[config.mk]
export PLATFORM = sky130hd
export DESIGN_NAME = sul_cell
export DESIGN_NICKNAME = d
export VERILOG_FILES = /design/src/design/sul_pkg.sv /design/src/design/sul_cell.sv
export SDC_FILE = /design/constraint.sdc
export NUM_CORES = 1
export LEC_CHECK = 0
export BUFFER_PORTS_ARGS = -buffer_cell sky130_fd_sc_hd__buf_2
export CORE_MARGIN = 2
export CORE_UTILIZATION = 45
export DETAILED_ROUTE_END_ITERATION = 6
export PLACE_DENSITY = 0.79
export SLEW_MARGIN = 20
export SYNTH_ARGS = -nofsm -noshare
export SYNTH_HDL_FRONTEND = slang
export SYNTH_SLANG_ARGS = --single-unit
[constraint.sdc]
create_clock -name clk_i -period 3.71 [get_ports clk_i]
set_input_delay 0.5565 -clock clk_i [delete_from_list [all_inputs] [get_ports clk_i]]
set_output_delay 0.5565 -clock clk_i [all_outputs]
set_load 0.03 [all_outputs]
[src/design/sul_pkg.sv]
// ----------------------------------------------------------------------------
// sul_pkg
// Shared types and constants for the sort-unique list core.
// ----------------------------------------------------------------------------
package sul_pkg;

  // number of cells in the insertion chain
  localparam int unsigned CAPACITY = 64;
  localparam int unsigned ValueW   = 32;

  typedef logic [ValueW-1:0] value_t;

  typedef enum logic {
    ST_LOAD,
    ST_DRAIN
  } state_e;

  // command broadcast to every cell of the chain
  typedef struct packed {
    logic insert;   // place the broadcast value into the sorted chain
    logic shift;    // move every cell one place toward the head
  } chain_cmd_t;

endpackage

[src/design/sul_cell.sv]
// ----------------------------------------------------------------------------
// sul_cell
// One cell of the sorted insertion chain: holds a value and a valid bit.
// ----------------------------------------------------------------------------
module sul_cell (
  input  logic                clk_i,
  input  logic                rst_ni,
  input  sul_pkg::chain_cmd_t cmd_i,
  input  sul_pkg::value_t     ins_value_i,
  // neighbor toward the head
  input  logic                prev_ins_i,
  input  logic                prev_valid_i,
  input  sul_pkg::value_t     prev_value_i,
  // neighbor toward the tail
  input  logic                next_valid_i,
  input  sul_pkg::value_t     next_value_i,
  output logic                ins_o,
  output logic                valid_o,
  output sul_pkg::value_t     value_o
);

  logic            valid_q, valid_d;
  sul_pkg::value_t value_q, value_d;

  // insertion point lies here or further toward the head
  assign ins_o   = !valid_q || (value_q > ins_value_i);
  assign valid_o = valid_q;
  assign value_o = value_q;

  always_comb begin
    valid_d = valid_q;
    value_d = value_q;
    if (cmd_i.insert) begin
      valid_d = valid_q || prev_valid_i;
      if (prev_ins_i) begin
        value_d = prev_value_i;
      end else if (ins_o) begin
        value_d = ins_value_i;
      end
    end else if (cmd_i.shift) begin
      valid_d = next_valid_i;
      value_d = next_value_i;
    end
  end

  always_ff @(posedge clk_i or negedge rst_ni) begin
    if (!rst_ni) begin
      valid_q <= 1'b0;
    end else begin
      valid_q <= valid_d;
    end
  end

  always_ff @(posedge clk_i) begin
    value_q <= value_d;
  end

endmodule

==> results.cfg <==
[run_status]
run_status = finished clean

[floorplanning]
die_w_um = 78.9
die_area_um2 = 6230
initial_core_util = 0.462
io_pins = 137
die_y_um = 78.9
row_count = 27
core-area_um2 = 5470

[clock_network]
cts-root-buf = clkbuf_8
htreeDepth = 2
cts.clk_slew.worst_paths_ns = 0.07
clock_path_buffers = 2
cts.repair.resized = 0
post-cts-setup-buffers = 0
clk_latency_ns = 0.28
numCtsBuffers = 5
cts_tree = done
cts.sinks = 33
hold_buffers = 0

[synthesis]
synth-seq-cells = 33
avgSynthCellArea_um2 = 9.57
synthFlopType = edfxtp_1
synth_nets = 399
synth_top_area_frac = 0.380
syn_inst = 264
synth_top_cell_by_area = edfxtp_1
synth_area_um2 = 2530
synth_warnings = 0
synth-seq-area-share = 0.390
synth.area.top_cells = edfxtp_1 (38%), ha_1 (16%), mux2i_1 (13%)
synth_edf_count = 32
synth-async-reset-ratio = 0.0303
synthDistinctLibCells = 31

[critical_path]
cp_slowest_cell = o41ai_1
start_kind = flop
worstReg2RegStart = value_o[19]
crit_chain = ha_1 -> a21o_1 -> nand3_1 -> a211oi_1 -> o41ai_1 -> a21oi_1 -> buf_2
crit_path_max_incr_delay_ns = 0.63
worstPathRequired_ns = 3.15
cp-end-kind = output pin
path_class = reg2out
worst-path-max-fanout = 2
arrival_ns = 2.28
critPathLaunch = value_o[5]

[sta]
fin_crit_ns = 2.84
setup_viol_count_final = 0
fin_skew_ns = 0.00422
fmaxAchievable_mhz = 352
relSlewSlack = 0.570
period_share = 0.765
tightest_slew_ns = 0.637
tns_ns = 0
finalHoldViolCount = 0
slew_viol_final = 0
rsz0062_at_grt = no

[global_routing]
grt_max_degree = 49
overflow = 0
grt_pass1_vias = 2389
grt_pass1_wl_um = 10400
antenna_found_initial = 0
grt_usage = 0.214

[drt]
drc = 0
routedWlPerCell_um = 13.7
met3WireLength_um = 340
wirelength_um = 6470
first_pass_iters = 4
detail-route-antenna-nets = 0
viasPerCell = 4.96
vias = 2339
initialDrtViolationCount = 55
met2_length_um = 3430
wirelength_met1_um = 2650
top_layer_used = met4

[finish]
nets = 534
areaGrowthSynthToFinish_pct = 32.8
final_cell_mix = buf_2 (136), a21oi_1 (47), nor2_1 (36)
final_cell_area_um2 = 3360
layout_commonest_cell = buf_2
diodes = 0
drive_gt1_frac = 0.380

[placement]
gp_congestion = 0.733
dpl.hpwl_um = 5310
io_buffer_count = 136
place_area_um2 = 3270

[flow_run]
drv_cap = 0

[power_and_ir_drop]
powerDensity_nw_per_um2 = 336
ir_drop_mv = 0.264
p_leak_uw = 0.00174

[hold_path]
worst_hold_path_type = in2async
-- final cells by class --
class	count	area [um^2]
clock buffers	5	68.8
clock inverters	3	12.5
fillers	499	2120
inverters	33	124
multi-input cells	186	1360
flip-flops and latches	33	986
well taps	72	90.1
repair buffers	140	711
-- registers in the layout, summed over array words and instances, names as in the netlist --
name	flops
valid_o	1
value_o	32
-- critical path, delay by kind of cell (launching register included) --
kind | cells | cell delay, ns
AO/OA/AOI/OAI | 4 | 0.99
adder cells (fa/ha/maj) | 1 | 0.32
buffers and inverters | 1 | 0.21
flip-flops | 1 | 0.40
AND/OR/NAND/NOR | 1 | 0.07
-- where the power goes --
group	switching (uW)	internal (uW)
clock	128	126
combinational	239	153
sequential	22.1	460
-- kinds of logic after synthesis --
family | Yosys count | share of synthesized area
mux | 32 | 0.127
buf+inv | 45 | 0.0748
simple gates | 60 | 0.113
flops | 33 | 0.390
fa+ha+maj | 32 | 0.158
compound gates | 62 | 0.137
-- synthesized netlist by cell type (2+ instances only) --
cell type,count
a211oi_1,2
a21o_1,2
a21oi_1,48
buf_1,3
buf_2,4
buf_6,2
clkbuf_1,3
edfxtp_1,32
ha_1,32
inv_1,33
mux2i_1,32
nand2_1,5
nand3_1,4
nand4_1,5
nand4_2,2
nor2_1,36
nor3_1,4
o21ai_1,2
-- worst paths after layout --
check | slack (ns) | cells after the start | to
min in group clk_i | 0.55 | 3 | valid_o
min reg2reg | 0.63 | 2 | valid_o
min | 0.04 | 1 | valid_o
max in group asynchronous | 3.59 | 1 | valid_o
max | 0.87 | 7 | ins_o
max reg2reg | 1.37 | 7 | value_o[13]
-- per-layer routing --
metal,vias up,track usage
met5,-,0
met4,0,0.0414
met3,6,0.0455
met2,68,0.418
met1,1049,0.238
li1,1216,-
-- per-stage QoR --
step / setup slack, ns / power, uW / utilization / hold WS (ns) / instances
finish: 0.872 / 1130 / 0.613 / 0.0382 / 472
global route: 0.732 / 1200 / 0.613 / 0.0217 / 472
CTS: 0.874 / 1140 / 0.613 / 0.0343 / 472
detailed placement: 0.910 / 882 / 0.598 / 0.333 / 464
global placement: 0.927 / 868 / 0.598 / 0.332 / 464
floorplan: 0.201 / 738 / - / 0.261 / 264
No activity file was read; power rests on OpenSTA's default activity.
