### src/design/sul_pkg.sv
// ----------------------------------------------------------------------------
// sul_pkg
// Shared types and constants for the sort-unique list core.
// ----------------------------------------------------------------------------
package sul_pkg;

  // number of cells in the insertion chain
  localparam int unsigned CAPACITY = 64;
  localparam int unsigned ValueW   = 32;

  typedef logic [ValueW-1:0] value_t;

  typedef enum logic {
    ST_LOAD,
    ST_DRAIN
  } state_e;

  // command broadcast to every cell of the chain
  typedef struct packed {
    logic insert;   // place the broadcast value into the sorted chain
    logic shift;    // move every cell one place toward the head
  } chain_cmd_t;

endpackage

### src/design/sul_ctrl.sv
// ----------------------------------------------------------------------------
// sul_ctrl
// Load/drain sequencer and output register of the sort-unique list core.
// ----------------------------------------------------------------------------
module sul_ctrl (
  input  logic                clk_i,
  input  logic                rst_ni,
  input  logic                in_valid_i,
  input  logic                last_i,
  output logic                in_stall_o,
  input  logic                full_i,
  input  logic                head_valid_i,
  input  sul_pkg::value_t     head_value_i,
  input  logic                second_valid_i,
  input  sul_pkg::value_t     second_value_i,
  output sul_pkg::chain_cmd_t cmd_o,
  output logic                out_valid_o,
  input  logic                out_stall_i,
  output sul_pkg::value_t     value_res_o,
  output logic                last_res_o,
  output logic                overflow_o
);

  sul_pkg::state_e state_q, state_d;
  logic            overflow_q, overflow_d;
  logic            out_valid_q, out_valid_d;
  sul_pkg::value_t out_value_q;
  logic            out_last_q, out_ovf_q;
  logic            accept, step, emit;

  // input is stalled in every state but loading
  assign accept = in_valid_i && (state_q == sul_pkg::ST_LOAD);
  // output register free this cycle
  assign step   = !out_valid_q || !out_stall_i;

  always_comb begin
    state_d = state_q;
    unique case (state_q)
      sul_pkg::ST_LOAD: begin
        if (accept && last_i) begin
          state_d = sul_pkg::ST_DRAIN;
        end
      end
      sul_pkg::ST_DRAIN: begin
        if (!head_valid_i) begin
          state_d = sul_pkg::ST_LOAD;
        end
      end
      default: state_d = sul_pkg::ST_LOAD;
    endcase
  end

  always_comb begin
    in_stall_o   = 1'b0;
    cmd_o.insert = 1'b0;
    cmd_o.shift  = 1'b0;
    emit         = 1'b0;
    overflow_d   = overflow_q;
    unique case (state_q)
      sul_pkg::ST_LOAD: begin
        cmd_o.insert = accept && !full_i;
        if (accept && full_i) begin
          overflow_d = 1'b1;
        end
      end
      sul_pkg::ST_DRAIN: begin
        in_stall_o  = 1'b1;
        cmd_o.shift = head_valid_i && step;
        // only the last copy of a run of equal values goes out
        emit        = head_valid_i && step &&
                      (!second_valid_i || (second_value_i != head_value_i));
        if (!head_valid_i) begin
          overflow_d = 1'b0;
        end
      end
      default: in_stall_o = 1'b1;
    endcase
  end

  always_comb begin
    out_valid_d = out_valid_q;
    if (emit) begin
      out_valid_d = 1'b1;
    end else if (!out_stall_i) begin
      out_valid_d = 1'b0;
    end
  end

  always_ff @(posedge clk_i or negedge rst_ni) begin
    if (!rst_ni) begin
      state_q     <= sul_pkg::ST_LOAD;
      overflow_q  <= 1'b0;
      out_valid_q <= 1'b0;
    end else begin
      state_q     <= state_d;
      overflow_q  <= overflow_d;
      out_valid_q <= out_valid_d;
    end
  end

  always_ff @(posedge clk_i) begin
    if (emit) begin
      out_value_q <= head_value_i;
      out_last_q  <= !second_valid_i;
      out_ovf_q   <= overflow_q;
    end
  end

  assign out_valid_o = out_valid_q;
  assign value_res_o = out_value_q;
  assign last_res_o  = out_last_q;
  assign overflow_o  = out_ovf_q;

`ifndef NO_ASSERTIONS
  a_cmd_excl: assert property (@(posedge clk_i) disable iff (!rst_ni)
    !(cmd_o.insert && cmd_o.shift))
    else $error("insert and shift in the same cycle");

  a_ovf_from_full: assert property (@(posedge clk_i) disable iff (!rst_ni)
    $rose(overflow_q) |-> $past(full_i) && $past(accept))
    else $error("overflow set without a transfer into a full chain");

  a_last_empties: assert property (@(posedge clk_i) disable iff (!rst_ni)
    (emit && !second_valid_i) |=> !head_valid_i)
    else $error("chain not empty after final result");

  a_no_emit_in_load: assert property (@(posedge clk_i) disable iff (!rst_ni)
    (state_q == sul_pkg::ST_LOAD) |-> !emit && !cmd_o.shift)
    else $error("drain activity while loading");
`endif

endmodule

### config.mk
export PLATFORM = sky130hd
export DESIGN_NAME = sul_ctrl
export DESIGN_NICKNAME = d
export VERILOG_FILES = /design/src/design/sul_pkg.sv /design/src/design/sul_ctrl.sv
export SDC_FILE = /design/constraint.sdc
export NUM_CORES = 1
export LEC_CHECK = 0
export ABC_CLOCK_PERIOD_IN_PS = 6200
export BUFFER_PORTS_ARGS = -buffer_cell sky130_fd_sc_hd__buf_2
export CAP_MARGIN = 10
export CORE_MARGIN = 2
export CORE_UTILIZATION = 43
export CTS_CLUSTER_SIZE = 10
export DETAILED_ROUTE_END_ITERATION = 16
export PLACE_DENSITY = 0.84
export SETUP_SLACK_MARGIN = 0.05
export SLEW_MARGIN = 20
export SYNTH_ARGS = -nofsm -noshare
export SYNTH_HDL_FRONTEND = slang
export SYNTH_SLANG_ARGS = --single-unit
### constraint.sdc
create_clock -name clk_i -period 6.2 [get_ports clk_i]
set_input_delay 0.62 -clock clk_i [delete_from_list [all_inputs] [get_ports clk_i]]
set_output_delay 0.62 -clock clk_i [all_outputs]
set_load 0.02 [all_outputs]
==> results by group, run 1 <==
Clocking
  – TritonCTS clock tree: built
  – Number of clock buffers inserted by TritonCTS: 5
  – Count of hold-fix buffers inserted at cts: 0
  – Setup Fix Bufs, Post-CTS: 0
  – Root Driver: clkbuf_4
  – Clock transition at the registers of the reported paths: 0.10 ns
  – Largest buffer count on any clock path: 2
  – CTS resizes: 0
  – Clock H-tree levels: 2
  – Clock sink count: 37
  – Latest clock arrival within the worst-skew pair: roughly 0.33 ns

Finish
  – Area grow syn2layout: 44.29%
  – Share of post-route cells with drive strength above 1: 0.5571
  – Final design instance area without fill: around 2200 um^2
  – Commonest non-fill, non-tap cell in the layout: buf_2
  – Number of inserted diodes: 0
  – Commonest cells after routing, fill and taps aside: 109 x buf_2, 34 x edfxtp_1, 31 x xor2_1
  – NumNets Final: between 200 and 300

Synthesis
  – Synthesized area: 1511 um^2
  – Cell taking the most area after synthesis: edfxtp_1
  – Fraction of post-synthesis cell area in the top cell type by area: 0.6755
  – Total nets after synthesis: between 150 and 200
  – Avg Cell Area, Syn: 16.25 um^2
  – Unique cell type count in the Yosys netlist: 17
  – Warning count from the yosys run: 0
  – Seq/Total Area, Yosys: 0.7252
  – Ranking of synthesized cells by area: edfxtp_1 68%, xor2_1 18%, dfrtp_1 5.0%
  – Flop and latch count out of synthesis: 37
  – Number of instances in the synthesized netlist: 93

Worst setup path
  – Worst R2R Setup Slack: about 4.3 ns
  – Data required, critical path: roughly 6 ns
  – Startpoint type of the worst setup path: primary input
  – Cells on worst reg2reg path: 3
  – Maximum fanout encountered on the critical timing path: 34
  – Launch instance of the worst register-to-register path: state_q
  – Data arrival time of the worst path: ~1.9 ns
  – Capture instance of the worst register-to-register path: value_res_o[3]
  – Nature of the critical path endpoint: register
  – Classification of the worst setup path: in2reg

Timing
  – Headroom to the max-slew limit: 0.4045
  – Tightest Pin Transition: 0.8913 ns
  – Worst clock skew on the final layout: around 0.0057 ns
  – Count of endpoints failing hold in the final timing report: 0
  – Setup repair after global routing missed its margin: false
  – Number of pins exceeding their max-slew limit in the final report: 0
  – Accumulated negative setup slack: 0 ns
  – Highest attainable clock frequency: a little over 500 MHz
  – Tcrit/Tclk final: 0.3126
  – Tmin final: between 1.5 and 2 ns
  – Hold slack final: ~0.066 ns
  – Setup-failing EPs final: 0

Floorplan
  – Width of the die: approximately 63 um
  – Floorplan Core Area: between 3000 and 4000 um^2
  – Die span in y: between 60 and 70 um
  – Number of ports placed on the die boundary: 110
  – Effective utilization at floorplan: 0.4494
  – Die area: 4005 um^2
  – Core Rows: 21

Detailed routing
  – DRC viols: 0
  – Vias: between 1000 and 1500
  – Router iterations before antenna repair: 4
  – Detailed-route vias per instance: around 4.6
  – Iteration-0 DRC Markers: 20
  – Wire per inst: ~13 um
  – Total Wirelength: roughly 3200 um
  – Number of routed nets with antenna violations: 0

Hold path
  – Type of the worst min-delay path: in2async

Power
  – Power Density: between 200 and 250 nW/um^2
  – Static Leak: 0.9850 nW
  – Maximum vdd ir drop: 0.0001326 V

Global routing
  – Wire length of the first global-routing pass: just under 5000 um
  – Gr ovfl total: 0
  – Via count of the first global-routing pass: ~1100
  – Antenna violations before repair: 0
  – Maximum number of pins on one net before global-route repair: 35
  – Total global-route track usage: 0.1672

Placement
  – Detailed Place HPWL: between 2000 and 3000 um
  – Count of input and output buffers: between 100 and 150
  – Weighted congestion reported at the end of routability-driven placement: 0.7444
  – Placed Instance Area: approximately 2100 um^2

Status
  – Status: finished clean

Flow run
  – Reported max-cap violation count: 0
[registers in the layout, indices dropped and copies added, names as in the netlist]
register and flops:
last_res_o 1, overflow_q 1, overflow_o 1, state_q 1, out_valid_o 1, value_res_o 32
[final cells by class]
class | instances | area (um^2)
Sequential cell | 37 | 1096
Clock buffer | 8 | 58.81
Multi-Input combinational cell | 55 | 419.2
Fill cell | 281 | 1182
Inverter | 1 | 3.754
Timing Repair Buffer | 109 | 545.5
Tap cell | 46 | 57.56
[metrics by stage]
step	setup WS (ns)	instances	utilization	power, mW
floorplan	3.076	93	-	0.3396
global placement	3.907	248	0.6310	0.3831
detailed placement	3.880	248	0.6310	0.3850
CTS	4.248	256	0.6484	0.5128
global route	4.106	256	0.6484	0.5330
finish	4.262	256	0.6484	0.5056
[synthesized netlist by cell type, drive strengths merged]
master and number:
edfxtp 34, xor2 31, nor4 7, nand2 4
dfrtp 3, a21oi 2, nand3 2, nor3 2
o21ai 2, inv 1, nand3b 1, nand4 1
nor2b 1, nor3b 1, xnor2 1
[how the worst max path moves through the flow]
stage,startpoint,slack [ns],to
finish,head_value_i[2],4.26,value_res_o[3]
global route,state_q,4.11,value_res_o[17]
CTS,head_value_i[2],4.25,value_res_o[18]
detailed placement,head_value_i[2],3.88,value_res_o[29]
global placement,head_value_i[11],3.91,value_res_o[22]
floorplan,head_valid_i,3.08,last_res_o
[routing by layer]
metal  vias up  wire length [um]  global-route usage
met5         -                 0                   0
met4         0                66             0.06793
met3         7               395             0.08750
met2        70              1706              0.3019
met1       514              1054              0.1575
li1        575                 -                   -
[worst max-delay path, stage by stage]
cell and delay (ns):
buf_2 0.11, xor2_1 0.16, nor4_1 0.07, nand4_1 0.14, nor3_2 0.09, nor2b_4 0.71
[kinds of logic after synthesis]
group,after synthesis,share of synthesized area
and+or+nand+nor,19,0.07368
buffers and inverters,1,0.002481
xor gates and xnor gates,32,0.1854
AOI/OAI and AO/OA,4,0.01324
DFF,37,0.7252
[report_power, final]
group | internal, mW | switching, mW | total (mW)
sequential | 0.289 | 0.00467 | 0.294
combinational | 0.0363 | 0.0477 | 0.0841
clock | 0.0560 | 0.0718 | 0.128
Power figures use the tool's default switching activity.
==> run 2: changes to the inputs <==
--- a/config.mk
+++ b/config.mk
@@ -5,14 +5,14 @@
 export SDC_FILE = /design/constraint.sdc
 export NUM_CORES = 1
 export LEC_CHECK = 0
-export ABC_CLOCK_PERIOD_IN_PS = 6200
+export ABC_CLOCK_PERIOD_IN_PS = 1900
 export BUFFER_PORTS_ARGS = -buffer_cell sky130_fd_sc_hd__buf_2
 export CAP_MARGIN = 10
 export CORE_MARGIN = 2
-export CORE_UTILIZATION = 43
+export CORE_UTILIZATION = 40
 export CTS_CLUSTER_SIZE = 10
 export DETAILED_ROUTE_END_ITERATION = 16
-export PLACE_DENSITY = 0.84
+export PLACE_DENSITY = 0.79
 export SETUP_SLACK_MARGIN = 0.05
 export SLEW_MARGIN = 20
 export SYNTH_ARGS = -nofsm -noshare
==> constraint.sdc (replaced) <==
create_clock -name clk_i -period 1.9 [get_ports clk_i]
set_input_delay 0.19 -clock clk_i [delete_from_list [all_inputs] [get_ports clk_i]]
set_output_delay 0.19 -clock clk_i [all_outputs]
set_load 0.02 [all_outputs]
==> results by group, run 2 (same netlist as run 1, synthesis figures left out) <==
Status
  – Status: finished clean

Finish
  – Number of inserted diodes: 0 (unchanged)
  – Number of filler instances in the final layout: 310 (+10%)
  – Commonest non-fill, non-tap cell in the layout: buf_2
  – Share of post-route cells with drive strength above 1: 0.5787 (+0.02156)
  – NumNets Final: 287 (+2.1%)
  – Area grow syn2layout: 50.66%
  – Max reg flops: 32 (unchanged)
  – Commonest cells after routing, fill and taps aside: 109 x buf_2, 34 x edfxtp_1, 31 x xor2_1

Clocking
  – Number of clock buffers inserted by TritonCTS: 5 (unchanged)
  – Clock sink count: 37 (unchanged)
  – Clock H-tree levels: 2 (unchanged)
  – Latest clock arrival within the worst-skew pair: 0.28 ns (-0.05 ns)
  – Root Driver: clkbuf_8
  – Clock transition at the registers of the reported paths: 0.08 ns (-0.02 ns)
  – TritonCTS clock tree: built
  – Largest buffer count on any clock path: 2 (unchanged)

Global routing
  – Gr ovfl total: 0 (unchanged)
  – Via count of the first global-routing pass: 1110 (-2.7%)
  – Total global-route track usage: 0.1592 (-0.007998)
  – Antenna violations before repair: 0 (unchanged)
  – Wire length of the first global-routing pass: 4871 um (-2.0%)
  – Maximum number of pins on one net before global-route repair: 35 (unchanged)

Worst setup path
  – Buffers plus inverters on the worst setup path: 0 (-1)
  – Critical-path top delay cell: nor2b_2
  – Classification of the worst setup path: reg2reg
  – Worst R2R Setup Slack: 0.26 ns (-4.06 ns)
  – Data arrival time of the worst path: 1.56 ns (-0.34 ns)
  – Crit path from: state_q
  – CP delay by family, top: simple AND/OR/NAND/NOR gates
  – Largest incremental delay on the critical path: 0.66 ns (-0.05 ns)
  – Startpoint type of the worst setup path: register
  – Data required, critical path: 1.82 ns (-4.35 ns)
  – Maximum fanout encountered on the critical timing path: 17 (-50%)
  – Cells on worst reg2reg path: 3 (unchanged)
  – Nature of the critical path endpoint: register
  – Launch instance of the worst register-to-register path: state_q
  – Cell breakdown of the critical path: nand2_1 -> a21oi_4 -> nor2b_2
  – Capture instance of the worst register-to-register path: value_res_o[21]

Timing
  – Tcrit/Tclk final: 0.8646
  – Tightest Pin Transition: 0.7733 ns (-0.1180 ns)
  – Count of endpoints failing hold in the final timing report: 0 (unchanged)
  – Minimum setup slack in the final design: 0.2573 ns (-4.005 ns)
  – Number of pins exceeding their max-slew limit in the final report: 0 (unchanged)
  – Highest attainable clock frequency: about 600 MHz
  – Setup repair after global routing missed its margin: false
  – Setup-failing EPs final: 0 (unchanged)
  – Hold slack final: 0.1021 ns (+0.03616 ns)
  – Worst clock skew on the final layout: 0.006604 ns (+0.0008912 ns)
  – Tmin final: roughly 1.6 ns
  – Headroom to the max-slew limit: 0.4821 (+0.07760)

Detailed routing
  – Detailed-route vias per instance: 4.466 (-1.9%)
  – Number of routed nets with antenna violations: 0 (unchanged)
  – Total Wirelength: 3261 um (+1.2%)
  – Wire per inst: 12.35 um (-1.9%)
  – DRC viols: 0 (unchanged)
  – Iteration-0 DRC Markers: 32 (+60%)
  – Vias: 1179 (+1.1%)
  – Router iterations before antenna repair: 2 (-2)

Floorplan
  – Die area: 4286 um^2 (+7.0%)
  – Effective utilization at floorplan: 0.4160 (-0.03343)
  – Floorplan Core Area: 3633 um^2 (+8.0%)
  – Core Rows: 22 (+4.8%)
  – Width of the die: 65.47 um (+3.5%)
  – Die span in y: 65.47 um (+3.5%)
  – Number of ports placed on the die boundary: 110 (unchanged)

Placement
  – Detailed Place HPWL: 2646 um (-1.8%)
  – Weighted congestion reported at the end of routability-driven placement: 0.7642 (+2.7%)
  – Count of input and output buffers: 109 (unchanged)
  – Pre-CTS setup slack: -0.06403 ns (-3.944 ns)

Power
  – Power Density: 776.0 nW/um^2 (+230%)
  – Overall power: 1.767 mW (+250%)
  – Static Leak: 1.042 nW (+5.8%)
  – Maximum vdd ir drop: 0.0004624 V (+250%)

Hold path
  – Startpoint of the worst hold path: head_value_i[10]
  – Worst hold stages: 1
  – Type of the worst min-delay path: in2reg
  – Min-Delay Endpoint: value_res_o[10]

Flow run
  – Reported max-cap violation count: 0 (unchanged)
==> run 2: cell types whose count changed in the layout (fill, tap and decap cells not counted), sizes merged <==
| cell | change |
|---|---|
| buf | +4 |
| clkbuf | -3 |
| nor2b | +1 |
| clkinvlp | +1 |
| clkinv | +2 |
| dlygate4sd3 | +1 |
==> run 2: what timing repair did <==
item	in CTS	in global routing
setup buffers	0	0
setup endpoints to repair	0	34
hold endpoints to repair	3	0
hold buffers	1	0
gates resized for setup	0	1
==> run 2: how the worst max path moves through the flow <==
stage / to / depth (start not counted) / slack (ns)
after global placement: overflow_o / 7 / -0.04
after detailed placement: value_res_o[10] / 7 / -0.06
after floorplan: last_res_o / 3 / 0.05
final: value_res_o[21] / 3 / 0.26
after CTS: value_res_o[6] / 3 / 0.13
after global routing: value_res_o[14] / 3 / 0.09
==> run 2: stage by stage <==
| step | setup TNS (ns) | util | area, um^2 | instances |
|---|---|---|---|---|
| after global placement | -1.172 | 0.5961 | 2166 | 254 |
| final | 0 | 0.6267 | 2277 | 264 |
| after detailed placement | -2.161 | 0.5961 | 2166 | 254 |
| after CTS | 0 | 0.6226 | 2262 | 263 |
| after floorplan | 0 | - | 1530 | 93 |
| after global routing | 0 | 0.6267 | 2277 | 264 |
==> run 2: where the power goes <==
| group | internal, mW | switching, mW |
|---|---|---|
| sequential | 0.944 | 0.0134 |
| clock | 0.253 | 0.267 |
| combinational | 0.129 | 0.161 |
==> run 2: area by class of cell <==
type | count | area, um^2 | share of cell area
inverters | 1 | 3.754 | 0.001648
clock buffers | 5 | 68.82 | 0.03022
multi-input cells | 56 | 445.4 | 0.1956
well taps | 48 | 60.06 | 0.02637
repair buffers | 114 | 585.6 | 0.2571
clock inverters | 3 | 17.52 | 0.007692
flip-flops and latches | 37 | 1096 | 0.4813
==> run 2: layer usage <==
layer	wire length [um]	global-route usage	vias up
li1	-	-	586
met1	1251	0.1676	521
met2	1637	0.2806	67
met3	311	0.05137	5
met4	61	0.08594	0
met5	0	0	-
==> run 3: changes to the inputs <==
--- a/config.mk
+++ b/config.mk
@@ -5,14 +5,14 @@
 export SDC_FILE = /design/constraint.sdc
 export NUM_CORES = 1
 export LEC_CHECK = 0
-export ABC_CLOCK_PERIOD_IN_PS = 1900
+export ABC_CLOCK_PERIOD_IN_PS = 2000
 export BUFFER_PORTS_ARGS = -buffer_cell sky130_fd_sc_hd__buf_2
 export CAP_MARGIN = 10
 export CORE_MARGIN = 2
-export CORE_UTILIZATION = 40
+export CORE_UTILIZATION = 43
 export CTS_CLUSTER_SIZE = 10
 export DETAILED_ROUTE_END_ITERATION = 16
-export PLACE_DENSITY = 0.79
+export PLACE_DENSITY = 0.84
 export SETUP_SLACK_MARGIN = 0.05
 export SLEW_MARGIN = 20
 export SYNTH_ARGS = -nofsm -noshare
==> constraint.sdc (replaced) <==
create_clock -name clk_i -period 2 [get_ports clk_i]
set_input_delay 0.2 -clock clk_i [delete_from_list [all_inputs] [get_ports clk_i]]
set_output_delay 0.2 -clock clk_i [all_outputs]
set_load 0.02 [all_outputs]
==> results by group, run 3 (same netlist as run 1, synthesis figures left out) <==
Status
  – Status: finished clean

Global routing
  – Maximum number of pins on one net before global-route repair: 21 (-40%)
  – Total global-route track usage: 0.1651 (+0.005872)
  – Antenna violations before repair: 0 (unchanged)
  – Gr ovfl total: 0 (unchanged)
  – Wire length of the first global-routing pass: 4843 um (-0.57%)
  – Via count of the first global-routing pass: 1076 (-3.1%)

Hold path
  – Type of the worst min-delay path: in2reg
  – Startpoint of the worst hold path: head_value_i[22]

Timing
  – Headroom to the max-slew limit: 0.7778 (+0.2957)
  – Accumulated negative setup slack: 0 ns (unchanged)
  – Setup-failing EPs final: 0 (unchanged)
  – Tmin final: about 1.5 ns
  – Count of endpoints failing hold in the final timing report: 0 (unchanged)
  – Tcrit/Tclk final: 0.7588
  – Tightest Pin Transition: 0.3302 ns (-0.4430 ns)
  – Setup repair after global routing missed its margin: false
  – Number of pins exceeding their max-slew limit in the final report: 0 (unchanged)
  – Worst clock skew on the final layout: 0.001427 ns (-0.005177 ns)
  – Highest attainable clock frequency: 658.9 MHz

Clocking
  – Count of hold-fix buffers inserted at cts: 1 (unchanged)
  – TritonCTS clock tree: built
  – CTS resizes: 0 (unchanged)
  – Largest buffer count on any clock path: 2 (unchanged)
  – Number of clock buffers inserted by TritonCTS: 5 (unchanged)
  – Clock H-tree levels: 2 (unchanged)
  – Setup Fix Bufs, Post-CTS: 0 (unchanged)
  – Latest clock arrival within the worst-skew pair: 0.33 ns (+0.05 ns)
  – Clock transition at the registers of the reported paths: 0.10 ns (+0.02 ns)
  – Root Driver: clkbuf_4
  – Clock sink count: 37 (unchanged)

Finish
  – Commonest cells after routing, fill and taps aside: 109 x buf_2, 34 x edfxtp_1, 31 x xor2_1
  – Number of inserted diodes: 0 (unchanged)
  – Cell Count, Final, Fillers Out: 259 (-1.9%)
  – Share of post-route cells with drive strength above 1: 0.5587 (-0.02002)
  – Number of filler instances in the final layout: 290 (-6.5%)
  – NumNets Final: 284 (-1.0%)
  – Commonest non-fill, non-tap cell in the layout: buf_2
  – Max reg flops: 32 (unchanged)
  – Area grow syn2layout: 45.53%

Worst setup path
  – Crit path from: head_value_i[28]
  – Data required, critical path: 2.08 ns (+0.26 ns)
  – Classification of the worst setup path: in2reg
  – Worst R2R Setup Slack: 0.56 ns (+0.30 ns)
  – Startpoint type of the worst setup path: primary input
  – Data arrival time of the worst path: 1.59 ns (+0.03 ns)
  – Maximum fanout encountered on the critical timing path: 20 (+3)
  – Nature of the critical path endpoint: register
  – Launch instance of the worst register-to-register path: state_q

Placement
  – Detailed Place HPWL: 2654 um (+0.28%)
  – Count of input and output buffers: 109 (unchanged)
  – Cells after DPL: 250 (-1.6%)
  – Weighted congestion reported at the end of routability-driven placement: 0.7685 (+0.56%)

Detailed routing
  – Total Wirelength: 3191 um (-2.1%)
  – Detailed-route vias per instance: 4.525 (+1.3%)
  – DRC viols: 0 (unchanged)
  – Iteration-0 DRC Markers: 14 (-56%)
  – Router iterations before antenna repair: 4 (+2)
  – Wire per inst: 12.32 um (-0.26%)
  – Vias: 1172 (-0.59%)
  – Number of routed nets with antenna violations: 0 (unchanged)

Floorplan
  – Die span in y: 63.29 um (-3.3%)
  – Floorplan Core Area: 3363 um^2 (-7.4%)
  – Die area: 4005 um^2 (-6.6%)
  – Width of the die: 63.29 um (-3.3%)
  – Core Rows: 21 (-4.5%)
  – Effective utilization at floorplan: 0.4494 (+0.03343)
  – Number of ports placed on the die boundary: 110 (unchanged)

Power
  – Maximum vdd ir drop: 0.0004247 V (-8.2%)
  – Power Density: 697.4 nW/um^2 (-10%)
  – Overall power: 1.534 mW (-13%)
  – Static Leak: 0.9935 nW (-4.7%)

Flow run
  – Reported max-cap violation count: 0 (unchanged)
run 3: cell types whose count changed in the layout (fill, tap and decap cells not counted), sizes merged:
cell / previous run / this run
clkbuf: 5 / 8
buf: 113 / 111
nor2b: 2 / 1
clkinv: 2 / 0
clkinvlp: 1 / 0
run 3: through the flow:
step	utilization	hold WS [ns]	cell area [um^2]	setup WS, ns
floorplan	-	-0.09559	1523	0.09997
global placement	0.6365	0.0003351	2141	0.1153
detailed placement	0.6365	-0.001697	2141	0.09060
CTS	0.6540	0.04518	2200	0.4466
global route	0.6540	0.03298	2200	0.4445
finish	0.6540	0.06773	2200	0.4823
run 3: worst max-delay path, cell delays in order:
cell and delay (ns):
buf_2 0.12, xor2_1 0.15, nor4_1 0.35, nand4_1 0.18, nor3_2 0.31, nor2b_4 0.07
buf_4 0.22
run 3: worst paths after layout:
path                                         to  cells past startpoint
max in group asynchronous           out_valid_o                      2
worst max-delay path            value_res_o[18]                      7
worst min register to register       overflow_o                      0
worst min-delay path            value_res_o[22]                      1
worst max register to register  value_res_o[18]                      4
min in group asynchronous               state_q                      2
run 3: power by group:
group / leakage (nW) / switching [mW] / internal (mW)
Clock: 0.0265 / 0.214 / 0.140
Sequential: 0.348 / 0.0144 / 0.896
Combinational: 0.619 / 0.152 / 0.118
run 3: layout make-up:
| cell class | count | area (um^2) | share of cell area |
|---|---|---|---|
| Clock buffer | 8 | 48.80 | 0.02218 |
| Inverter | 1 | 3.754 | 0.001706 |
| Multi-Input combinational cell | 55 | 422.9 | 0.1923 |
| Sequential cell | 37 | 1096 | 0.4983 |
| Tap cell | 46 | 57.56 | 0.02617 |
| Timing Repair Buffer | 112 | 570.5 | 0.2594 |
run 3: metal layers:
layer | global-route usage | vias to the layer above | part of all wire
li1 | - | 581 | -
met1 | 0.1653 | 505 | 0.36
met2 | 0.2872 | 80 | 0.49
met3 | 0.08214 | 6 | 0.13
met4 | 0.07337 | 0 | 0.017
met5 | 0 | - | 0
